==> src/sv/olist_pkg.sv <==
package olist_pkg;

  // Port field widths
  localparam int ACTION_W   = 3;
  localparam int POS_W      = 4;
  localparam int ITEM_W     = 32;
  localparam int FIDX_W     = 4;
  localparam int STATUS_W   = 2;
  localparam int ECOUNT_W   = 5;

  // Request actions
  localparam logic [ACTION_W-1:0] ACT_APPEND = 3'd0;
  localparam logic [ACTION_W-1:0] ACT_DROP   = 3'd1;
  localparam logic [ACTION_W-1:0] ACT_READ   = 3'd2;
  localparam logic [ACTION_W-1:0] ACT_FIND   = 3'd3;
  localparam logic [ACTION_W-1:0] ACT_REMOVE = 3'd4;
  localparam logic [ACTION_W-1:0] ACT_INSERT = 3'd5;

  // Result status codes
  typedef enum logic [STATUS_W-1:0] {
    STAT_OK    = 2'd0,
    STAT_EMPTY = 2'd1,
    STAT_RANGE = 2'd2,
    STAT_FULL  = 2'd3
  } status_t;

  // Sequencer states
  typedef enum logic [2:0] {
    S_IDLE,
    S_READ,
    S_FIND,
    S_REMOVE,
    S_INSERT,
    S_PLACE
  } state_t;

endpackage

==> src/sv/ordered_list_engine_core.sv <==
// Bounded ordered list of up to DEPTH values in a single-port-read, single-port-write
// synchronous RAM plus an entry count. A request is taken when start is high and busy
// is low; its result appears on the out_ ports for one cycle, marked by out_valid, and
// must be captured then since the block cannot be stalled. Append, drop, unused actions
// and requests turned away for a bad position, an empty list or a full store give their
// result in the next cycle, as does insert into an empty list; a read passes through the
// RAM read register and then S_READ. Find, remove and insert walk the RAM one entry per
// cycle; find stops at the first match or after the last entry. busy drops during the
// strobe cycle, so the next request may be taken there.
module ordered_list_engine_core #(
  parameter int DEPTH       = 16,
  parameter int VALUE_WIDTH = 32
) (
  input  logic                                  clk,
  input  logic                                  rst_n,
  input  logic                                  start,
  output logic                                  busy,
  input  logic        [olist_pkg::ACTION_W-1:0] in_action,
  input  logic        [olist_pkg::POS_W-1:0]    in_position,
  input  logic signed [olist_pkg::ITEM_W-1:0]   in_item_value,
  output logic                                  out_valid,
  output logic signed [olist_pkg::ITEM_W-1:0]   out_read_value,
  output logic                                  out_found_flag,
  output logic        [olist_pkg::FIDX_W-1:0]   out_found_index,
  output logic        [olist_pkg::STATUS_W-1:0] out_status,
  output logic        [olist_pkg::ECOUNT_W-1:0] out_entry_count
);
  import olist_pkg::*;

  localparam int AW   = (DEPTH > 1) ? $clog2(DEPTH) : 1;
  localparam int CW   = $clog2(DEPTH + 1);
  localparam int VW   = VALUE_WIDTH;
  localparam int XW   = (VW > ITEM_W) ? VW : ITEM_W;
  localparam int PCW  = (CW > POS_W) ? CW : POS_W;
  localparam int FXW  = (CW > FIDX_W) ? CW : FIDX_W;
  localparam int ECW  = (CW > ECOUNT_W) ? CW : ECOUNT_W;

  // Sequencer and list state
  state_t            state_r, state_nxt;
  logic [CW-1:0]     count_r, count_nxt;
  logic [CW-1:0]     ptr_r, ptr_nxt;
  logic [CW-1:0]     pos_r, pos_nxt;
  logic [VW-1:0]     key_r, key_nxt;

  // Result registers
  logic              out_valid_r, out_valid_nxt;
  logic [ITEM_W-1:0] read_value_r, read_value_nxt;
  logic              found_flag_r, found_flag_nxt;
  logic [CW-1:0]     found_index_r, found_index_nxt;
  status_t           status_r, status_nxt;

  // RAM ports
  logic [VW-1:0]     entries_mem [DEPTH];
  logic [VW-1:0]     rd_data_r;
  logic              mem_re;
  logic [AW-1:0]     mem_raddr;
  logic              mem_we;
  logic [AW-1:0]     mem_waddr;
  logic [VW-1:0]     mem_wdata;

  // Request decode
  logic [XW-1:0]     item_ext;
  logic [VW-1:0]     item_key;
  logic [PCW-1:0]    pos_cmp;
  logic [PCW-1:0]    cnt_cmp;
  logic [CW-1:0]     pos_in;
  logic              pos_ok;
  logic              list_full;
  logic              list_empty;
  logic [CW-1:0]     ptr_inc;
  logic [CW-1:0]     ptr_dec;
  logic [CW-1:0]     count_inc;
  logic [CW-1:0]     count_dec;
  logic [XW-1:0]     rd_sext;
  logic [FXW-1:0]    fidx_wide;
  logic [ECW-1:0]    ecount_wide;

  assign item_ext   = XW'($unsigned(in_item_value));
  assign item_key   = item_ext[VW-1:0];
  assign pos_cmp    = PCW'(in_position);
  assign cnt_cmp    = PCW'(count_r);
  assign pos_in     = pos_cmp[CW-1:0];
  assign pos_ok     = (pos_cmp < cnt_cmp);
  assign list_full  = (count_r == CW'(DEPTH));
  assign list_empty = (count_r == '0);
  assign ptr_inc    = CW'(ptr_r + 1'b1);
  assign ptr_dec    = CW'(ptr_r - 1'b1);
  assign count_inc  = CW'(count_r + 1'b1);
  assign count_dec  = CW'(count_r - 1'b1);
  assign rd_sext    = XW'($signed(rd_data_r));

  // RAM: one write and one registered read per cycle
  always_ff @(posedge clk) begin
    if (mem_we) begin
      entries_mem[mem_waddr] <= mem_wdata;
    end
    if (mem_re) begin
      rd_data_r <= entries_mem[mem_raddr];
    end
  end

  // Control registers
  always_ff @(posedge clk) begin
    if (!rst_n) begin
      state_r     <= S_IDLE;
      count_r     <= '0;
      out_valid_r <= 1'b0;
    end else begin
      state_r     <= state_nxt;
      count_r     <= count_nxt;
      out_valid_r <= out_valid_nxt;
    end
  end

  // Payload registers
  always_ff @(posedge clk) begin
    ptr_r         <= ptr_nxt;
    pos_r         <= pos_nxt;
    key_r         <= key_nxt;
    read_value_r  <= read_value_nxt;
    found_flag_r  <= found_flag_nxt;
    found_index_r <= found_index_nxt;
    status_r      <= status_nxt;
  end

  // Sequencer: next state, RAM accesses and result
  always_comb begin
    state_nxt       = state_r;
    count_nxt       = count_r;
    ptr_nxt         = ptr_r;
    pos_nxt         = pos_r;
    key_nxt         = key_r;
    out_valid_nxt   = 1'b0;
    read_value_nxt  = '0;
    found_flag_nxt  = 1'b0;
    found_index_nxt = '0;
    status_nxt      = STAT_OK;
    mem_re          = 1'b0;
    mem_raddr       = '0;
    mem_we          = 1'b0;
    mem_waddr       = '0;
    mem_wdata       = '0;

    case (state_r)
      S_IDLE: begin
        if (start) begin
          case (in_action)
            ACT_APPEND: begin
              out_valid_nxt = 1'b1;
              if (list_full) begin
                status_nxt = STAT_FULL;
              end else begin
                mem_we    = 1'b1;
                mem_waddr = count_r[AW-1:0];
                mem_wdata = item_key;
                count_nxt = count_inc;
              end
            end
            ACT_DROP: begin
              out_valid_nxt = 1'b1;
              if (list_empty) begin
                status_nxt = STAT_EMPTY;
              end else begin
                count_nxt = count_dec;
              end
            end
            ACT_READ: begin
              if (pos_ok) begin
                mem_re    = 1'b1;
                mem_raddr = pos_in[AW-1:0];
                state_nxt = S_READ;
              end else begin
                out_valid_nxt = 1'b1;
                status_nxt    = STAT_RANGE;
              end
            end
            ACT_FIND: begin
              if (list_empty) begin
                out_valid_nxt = 1'b1;
              end else begin
                mem_re    = 1'b1;
                mem_raddr = '0;
                ptr_nxt   = '0;
                key_nxt   = item_key;
                state_nxt = S_FIND;
              end
            end
            ACT_REMOVE: begin
              if (!pos_ok) begin
                out_valid_nxt = 1'b1;
                status_nxt    = STAT_RANGE;
              end else if (CW'(pos_in + 1'b1) == count_r) begin
                // tail entry: nothing to shift
                out_valid_nxt = 1'b1;
                count_nxt     = count_dec;
              end else begin
                mem_re    = 1'b1;
                mem_raddr = AW'(pos_in + 1'b1);
                ptr_nxt   = CW'(pos_in + 1'b1);
                state_nxt = S_REMOVE;
              end
            end
            ACT_INSERT: begin
              if ((in_position != '0) && !pos_ok) begin
                out_valid_nxt = 1'b1;
                status_nxt    = STAT_RANGE;
              end else if (list_full) begin
                out_valid_nxt = 1'b1;
                status_nxt    = STAT_FULL;
              end else if (list_empty) begin
                out_valid_nxt = 1'b1;
                mem_we        = 1'b1;
                mem_waddr     = '0;
                mem_wdata     = item_key;
                count_nxt     = count_inc;
              end else begin
                // shift from the tail down to the insert point
                mem_re    = 1'b1;
                mem_raddr = count_dec[AW-1:0];
                ptr_nxt   = count_dec;
                pos_nxt   = pos_in;
                key_nxt   = item_key;
                state_nxt = S_INSERT;
              end
            end
            default: begin
              out_valid_nxt = 1'b1;
            end
          endcase
        end
      end

      S_READ: begin
        out_valid_nxt  = 1'b1;
        read_value_nxt = rd_sext[ITEM_W-1:0];
        state_nxt      = S_IDLE;
      end

      // Compare one entry per cycle while fetching the next
      S_FIND: begin
        if (rd_data_r == key_r) begin
          out_valid_nxt   = 1'b1;
          found_flag_nxt  = 1'b1;
          found_index_nxt = ptr_r;
          state_nxt       = S_IDLE;
        end else if (ptr_inc == count_r) begin
          out_valid_nxt = 1'b1;
          state_nxt     = S_IDLE;
        end else begin
          mem_re    = 1'b1;
          mem_raddr = ptr_inc[AW-1:0];
          ptr_nxt   = ptr_inc;
        end
      end

      // Move each later entry down by one
      S_REMOVE: begin
        mem_we    = 1'b1;
        mem_waddr = ptr_dec[AW-1:0];
        mem_wdata = rd_data_r;
        if (ptr_inc == count_r) begin
          out_valid_nxt = 1'b1;
          count_nxt     = count_dec;
          state_nxt     = S_IDLE;
        end else begin
          mem_re    = 1'b1;
          mem_raddr = ptr_inc[AW-1:0];
          ptr_nxt   = ptr_inc;
        end
      end

      // Move each entry from the insert point on up by one
      S_INSERT: begin
        mem_we    = 1'b1;
        mem_waddr = ptr_inc[AW-1:0];
        mem_wdata = rd_data_r;
        if (ptr_r == pos_r) begin
          state_nxt = S_PLACE;
        end else begin
          mem_re    = 1'b1;
          mem_raddr = ptr_dec[AW-1:0];
          ptr_nxt   = ptr_dec;
        end
      end

      // Drop the new value into the opened slot
      S_PLACE: begin
        mem_we        = 1'b1;
        mem_waddr     = pos_r[AW-1:0];
        mem_wdata     = key_r;
        count_nxt     = count_inc;
        out_valid_nxt = 1'b1;
        state_nxt     = S_IDLE;
      end

      default: begin
        state_nxt = S_IDLE;
      end
    endcase
  end

  // Drive result ports
  assign fidx_wide       = FXW'(found_index_r);
  assign ecount_wide     = ECW'(count_r);
  assign busy            = (state_r != S_IDLE);
  assign out_valid       = out_valid_r;
  assign out_read_value  = $signed(read_value_r);
  assign out_found_flag  = found_flag_r;
  assign out_found_index = fidx_wide[FIDX_W-1:0];
  assign out_status      = status_r;
  assign out_entry_count = ecount_wide[ECOUNT_W-1:0];

endmodule
==> config.mk <==
export PLATFORM = sky130hd
export DESIGN_NAME = ordered_list_engine_core
export DESIGN_NICKNAME = d
export VERILOG_FILES = /design/src/sv/olist_pkg.sv /design/src/sv/ordered_list_engine_core.sv
export SDC_FILE = /design/constraint.sdc
export NUM_CORES = 1
export LEC_CHECK = 0
export BUFFER_PORTS_ARGS = -buffer_cell sky130_fd_sc_hd__buf_4
export CORE_MARGIN = 5
export CORE_UTILIZATION = 35
export DETAILED_ROUTE_END_ITERATION = 10
export PLACE_DENSITY_LB_ADDON = 0.05
export SYNTH_ARGS = -nofsm -noshare
export SYNTH_HDL_FRONTEND = slang
export SYNTH_SLANG_ARGS = --single-unit
==> constraint.sdc <==
create_clock -name clk -period 24.5 [get_ports clk]
set_input_delay 3.675 -clock clk [delete_from_list [all_inputs] [get_ports clk]]
set_output_delay 3.675 -clock clk [all_outputs]
set_load 0.01 [all_outputs]
==> impl_metrics.json, run 1 <==
{
  "outcome": "finished, final reports clean",
  "initial_core_util": 0.352,
  "avgSynthCellArea_um2": 13.9,
  "worst_setup_path_end_kind": "register",
  "hold_path_class": "register to register",
  "vdd_ir_drop_max_mv": 0.0474,
  "fin_hold_ws_ps": 536,
  "synth_area_um2": 26600,
  "grt_max_degree": 207,
  "place.gp.congestion": 0.855,
  "drtPass1Iterations": 6,
  "hold_violations": 0,
  "die_h_um": 286,
  "yosysUniqueCellTypes": 68,
  "post_drt_wl_per_cell_um": 28.3,
  "cts.repair.resized": 0,
  "synth_ff_type": "edfxtp_1",
  "drv_cap": 0,
  "dieArea_um2": 81500,
  "viasPerCell": 5.68,
  "num_rows": 101,
  "io_pins": 88,
  "fmax_mhz": 130,
  "ant_nets": 0,
  "reg2regPathDepth": 11,
  "die_x_um": 286,
  "clock_latency_ps": 600,
  "overflow": 0,
  "layout.nets": 2015,
  "portBuffers": 87,
  "cts_tree": "yes",
  "fin_crit_ps": 7680,
  "cts_buffers": 72,
  "route.detailed.drc": 0,
  "cts_buffer_depth": 3,
  "critPathArrivalTime_ps": 8150,
  "slew_viol_final": 0,
  "async_reset_ff_frac": 0,
  "layout-drive-gt1-share": 0.132,
  "required_ps": 24960,
  "power_density_nw_per_um2": 82.2,
  "worstSetupPathType": "input port to register",
  "path_clk_slew_ps": 60,
  "fillers": 7037,
  "diodes": 0,
  "core_area_um2": 75600,
  "clock_skew_ps": 18.1,
  "path_common_cell": "buf_4",
  "routed_wl_mm": 84.8,
  "root_buffer": "clkbuf_16",
  "area_delta_synth_final_pct": 15.2,
  "htree_levels": 3,
  "crit_slowest_cell": "nand2_8",
  "hold_path_depth": 1,
  "antenna_found_initial": 3,
  "tns_ps": 0,
  "vias": 17000,
  "grt.total_usage": 0.203,
  "critPathLaunchType": "input port",
  "total_power_uw": 2520,
  "instances_no_fill": 2998,
  "relSlewSlack": 0.262,
  "cts.sinks": 633,
  "leakage_uw": 0.0108,
  "period_share": 0.314,
  "post_cts_buffers": 0,
  "synth_edf_count": 585,
  "rrSetupSlack_ps": 18540,
  "tightestPinTransition_ps": 1110,
  "grt_pass1_wl_mm": 123,
  "syn_nets": 1971,
  "crit_chain": "buf_4 -> inv_1 -> ha_1 -> or3b_4 -> a2111oi_4 -> nand2b_2 -> o311a_4 -> nand2_8 -> buf_4 -> a211oi_1 -> a311oi_1 -> o32a_1",
  "rsz0062_at_grt": "no",
  "ctsHoldBuffers": 0,
  "path_max_fanout": 149,
  "synth-seq-cells": 633,
  "setup_violations": 0,
  "place_hpwl_mm": 42.7,
  "grt_pass1_vias": 17000,
  "yosys_warnings": 0,
  "synth_cells": 1918,
  "placed_cells": 2866,
  "drtIter0Drc": 1807,
  "cpPeakStageDelay_ps": 870,
  "seq_area_frac_synth": 0.697
}
==> final cells by class <==
| class | instances | area [µm²] | area share |
|---|---|---|---|
| clock buffers | 110 | 2170 | 0.0710 |
| clock inverters | 22 | 191 | 0.00626 |
| flip-flops and latches | 633 | 18500 | 0.606 |
| inverters | 77 | 289 | 0.00945 |
| multi-input cells | 1052 | 7230 | 0.236 |
| repair buffers | 126 | 958 | 0.0313 |
| well taps | 978 | 1220 | 0.0400 |
==> metrics by stage <==
stage	utilization	setup slack, ps	area (µm²)
after global routing	0.405	16580	30600
after global placement	0.374	16230	28200
final	0.405	16820	30600
after CTS	0.405	16850	30600
after floorplan	-	14190	26600
after detailed placement	0.374	16180	28200
==> layout by cell type (no fill, tap or decap), types with 38 or more instances in the layout <==
cell type and n:
buf_4 125, inv_1 77, dfxtp_1 48, clkbuf_16 79
edfxtp_1 585, a311oi_1 97, nand3_1 47, xor2_1 38
nand2_1 215, a211oi_1 131, and2_1 38, and3_1 128
==> state kept, by name, summed over array words and instances (netlist names), 2 cells and up <==
register         count
fidx_wide            4
ptr_r                5
key_r               32
out_read_value      32
out_status           2
state_r              3
entries_mem        512
pos_r                4
out_entry_count      5
rd_data_r           32
==> worst max-delay path, delay by kind of cell <==
family          cells  cell delay [ps]
compound gates      5             1640
buf+inv             3             1090
fa+ha+maj           1              170
simple gates        3             1440
==> where the power goes <==
part | internal [µW] | switching (µW) | leakage, µW
logic | 74.2 | 149 | 0.00399
registers | 1210 | 14.0 | 0.00561
clock network | 643 | 429 | 0.00116
==> cells in the mapped netlist (all sizes together) (33+ instances only) <==
cell type,number,share of area
a211oi,132,0.037
a311oi,97,0.032
edfxtp,585,0.66
nand3,47,0.0089
and2,40,0.0095
clkbuf,103,0.015
xor2,38,0.013
and3,128,0.030
dfxtp,48,0.036
nand2,217,0.031
inv,77,0.011
a222oi,33,0.012
buf,53,0.012
o31ai,34,0.0096
nor2,41,0.0058
==> path summary, 6_finish.rpt <==
| check | start | endpoint |
|---|---|---|
| setup / recovery | in_position[0] | rd_data_r[22]$_DFFE_PP_ |
| hold / removal | rd_data_r[12]$_DFFE_PP_ | out_read_value[12]$_SDFF_PP0_ |
| setup reg to reg | rd_data_r[31]$_DFFE_PP_ | rd_data_r[15]$_DFFE_PP_ |
| hold reg to reg | rd_data_r[12]$_DFFE_PP_ | out_read_value[12]$_SDFF_PP0_ |
==> logic make-up (layout without fill, tap and decap cells) <==
group	count (synthesis)	count (layout)	synth area share
AO/OA/AOI/OAI	437	437	0.135
buffers and inverters	233	335	0.0377
flip-flops	633	633	0.697
AND/OR/NAND/NOR	542	542	0.103
adder cells (fa/ha/maj)	11	11	0.00518
multiplexers	4	4	0.00155
XOR/XNOR	58	58	0.0194
==> metal layers <==
layer | wire length (µm) | vias to the layer above | part of all wire | GRT usage
li1 | - | 7601 | - | -
met1 | 39100 | 8815 | 0.46 | 0.294
met2 | 40300 | 503 | 0.47 | 0.329
met3 | 4110 | 100 | 0.048 | 0.0312
met4 | 1310 | 0 | 0.015 | 0.0391
met5 | 0 | - | 0 | 0
No activity file was read; power rests on OpenSTA's default activity.
==> run 2: changes to the inputs <==
--- a/config.mk
+++ b/config.mk
@@ -5,6 +5,7 @@
 export SDC_FILE = /design/constraint.sdc
 export NUM_CORES = 1
 export LEC_CHECK = 0
+export ABC_AREA = 1
 export BUFFER_PORTS_ARGS = -buffer_cell sky130_fd_sc_hd__buf_4
 export CORE_MARGIN = 5
 export CORE_UTILIZATION = 35
==> constraint.sdc (replaced) <==
create_clock -name clk -period 7.9 [get_ports clk]
set_input_delay 1.185 -clock clk [delete_from_list [all_inputs] [get_ports clk]]
set_output_delay 1.185 -clock clk [all_outputs]
set_load 0.01 [all_outputs]
==> run 2 against run 1 <==
Against the previous run:
- via count is 25% higher
- total power increased to 3.2 times the previous value
- routed wire length is 13% higher
- core utilization is 0.54 points lower
==> impl_metrics.json, run 2 <==
{
  "outcome": "finished, final reports clean",
  "worstSetupPathType": "register to register",
  "ant_nets": 0,
  "num_rows": 106,
  "drtPass1Iterations": 6,
  "synth-seq-cells": 633,
  "drtIter0Drc": 1908,
  "die_x_um": 300,
  "yosys.area.top_type_share": 0.599,
  "portBuffers": 87,
  "relSlewSlack": 0.192,
  "io_pins": 88,
  "total_power_uw": 8040,
  "routed_wl_mm": 95.8,
  "grt.total_usage": 0.209,
  "cts_buffer_depth": 3,
  "htree_levels": 3,
  "clock_latency_ps": 620,
  "antenna_found_initial": 1,
  "root_buffer": "clkbuf_16",
  "cts_buffers": 76,
  "dieArea_um2": 89700,
  "hold_path_class": "register to register",
  "largest_reg_flops": 512,
  "vdd_ir_drop_max_mv": 0.139,
  "initial_core_util": 0.352,
  "die_h_um": 300,
  "synth_top_cells_by_count": "608 x inv_1, 585 x edfxtp_1, 484 x nand3_1, 423 x nand2_1, 266 x nand4_1",
  "path_max_fanout": 103,
  "finalWorstSetupSlack_ps": 3010,
  "place.gp.congestion": 0.847,
  "critPathLaunchType": "register",
  "cts.repair.resized": 0,
  "crit_slowest_cell": "nand3_4",
  "largest_register": "entries_mem",
  "slew_viol_final": 0,
  "rsz0062_at_grt": "no",
  "seq_area_frac_synth": 0.631,
  "viasPerCell": 5.21,
  "grt_max_degree": 209,
  "cts.sinks": 633,
  "syn_nets": 2962,
  "period_share": 0.619,
  "layout.nets": 3001,
  "overflow": 0,
  "yosysUniqueCellTypes": 40,
  "vias": 21300,
  "hold_violations": 0,
  "yosys.area.top_type": "edfxtp_1",
  "ys_top_cells_by_area": "edfxtp_1 60%, nand3_1 8.3%, inv_1 7.8%",
  "synth_cells": 2909,
  "critPathArrivalTime_ps": 5240,
  "crit_chain": "inv_1 -> ha_1 -> nand2_1 -> inv_1 -> o21ai_1 -> nand3_2 -> nor2_1 -> nand2_1 -> nand3_1 -> nand2_8 -> nand3_4 -> buf_4 -> nand2_1 -> nand3_1 -> nand3_1 -> nand3_1 -> nand2_1",
  "async_reset_ff_frac": 0,
  "post_cts_buffers": 0,
  "grt_pass1_wl_mm": 140,
  "route.detailed.drc": 0,
  "tns_ps": 0,
  "synth_area_um2": 29300,
  "synth.most_common_cell": "inv_1",
  "clock_skew_ps": 22.9,
  "grt_pass1_vias": 20300,
  "final_cell_mix": "606 x inv_1, 585 x edfxtp_1, 484 x nand3_1, 422 x nand2_1, 266 x nand4_1",
  "fmax_mhz": 204,
  "tightestPinTransition_ps": 1200,
  "yosys_warnings": 0,
  "final_common_cell": "inv_1",
  "fin_crit_ps": 4890,
  "post_drt_wl_per_cell_um": 23.4,
  "cpPeakStageDelay_ps": 730,
  "avgSynthCellArea_um2": 10.1,
  "ctsHoldBuffers": 0,
  "pre_cts_slack_ps": 2570,
  "area_delta_synth_final_pct": 13.6,
  "power_density_nw_per_um2": 241,
  "leakage_uw": 0.0139,
  "layout-drive-gt1-share": 0.0944,
  "fin_hold_ws_ps": 527,
  "required_ps": 8250,
  "cts_tree": "yes",
  "path_clk_slew_ps": 60,
  "worst_setup_path_end_kind": "register",
  "fin_util": 0.399,
  "core_area_um2": 83400,
  "diodes": 0,
  "rrSetupSlack_ps": 3010,
  "synth_edf_count": 585,
  "drv_cap": 0,
  "setup_violations": 0,
  "place_hpwl_mm": 48.4,
  "synth_ff_type": "edfxtp_1"
}
## run 2: layout make-up
class	count	area [µm²]
Clock inverter	29	210
Sequential cell	633	18500
Tap cell	1080	1350
Fill cell	8160	50100
Inverter	620	2330
Clock buffer	111	2130
Multi-Input combinational cell	1479	7680
Timing Repair Buffer	138	1090
## run 2: worst paths after layout
check | endpoint | cells past startpoint | start
setup / recovery | rd_data_r[18]$_DFFE_PP_ | 17 | out_entry_count[2]$_SDFFE_PN0P_
hold / removal | out_read_value[29]$_SDFF_PP0_ | 2 | rd_data_r[29]$_DFFE_PP_
hold reg to reg | out_read_value[29]$_SDFF_PP0_ | 2 | rd_data_r[29]$_DFFE_PP_
setup reg to reg | rd_data_r[18]$_DFFE_PP_ | 17 | out_entry_count[2]$_SDFFE_PN0P_
## run 2: power breakdown
part | leakage, µW | switching [µW] | internal [µW]
combinational | 0.00694 | 623 | 255
clock | 0.00114 | 1380 | 1940
sequential | 0.00582 | 58.6 | 3790
## run 2: critical path: cells and delay by family (launching register included)
| kind | cells | cell delay [ps] |
|---|---|---|
| flops | 1 | 630 |
| fa+ha+maj | 1 | 340 |
| simple gates | 12 | 2460 |
| buf+inv | 3 | 880 |
| compound gates | 1 | 140 |
## run 2: logic make-up after synthesis
kind of cell | share of synthesized area
flops | 0.631
buf+inv | 0.113
fa+ha+maj | 0.00469
simple gates | 0.215
xor+xnor | 0.0122
compound gates | 0.0235
## run 2: stage by stage
step,instance area (µm²),instances
3_5_place_dp,31000,3950
2_1_floorplan,29300,2909
4_1_cts,33300,4090
6_report,33300,4090
3_3_place_gp,31000,3950
5_1_grt,33300,4090
## run 2: layer usage
metal | part of all wire | vias up | GRT usage
met5 | 0 | - | 0
met4 | 0.024 | 0 | 0.0523
met3 | 0.057 | 138 | 0.0364
met2 | 0.46 | 636 | 0.334
met1 | 0.46 | 10600 | 0.298
li1 | - | 9920 | -
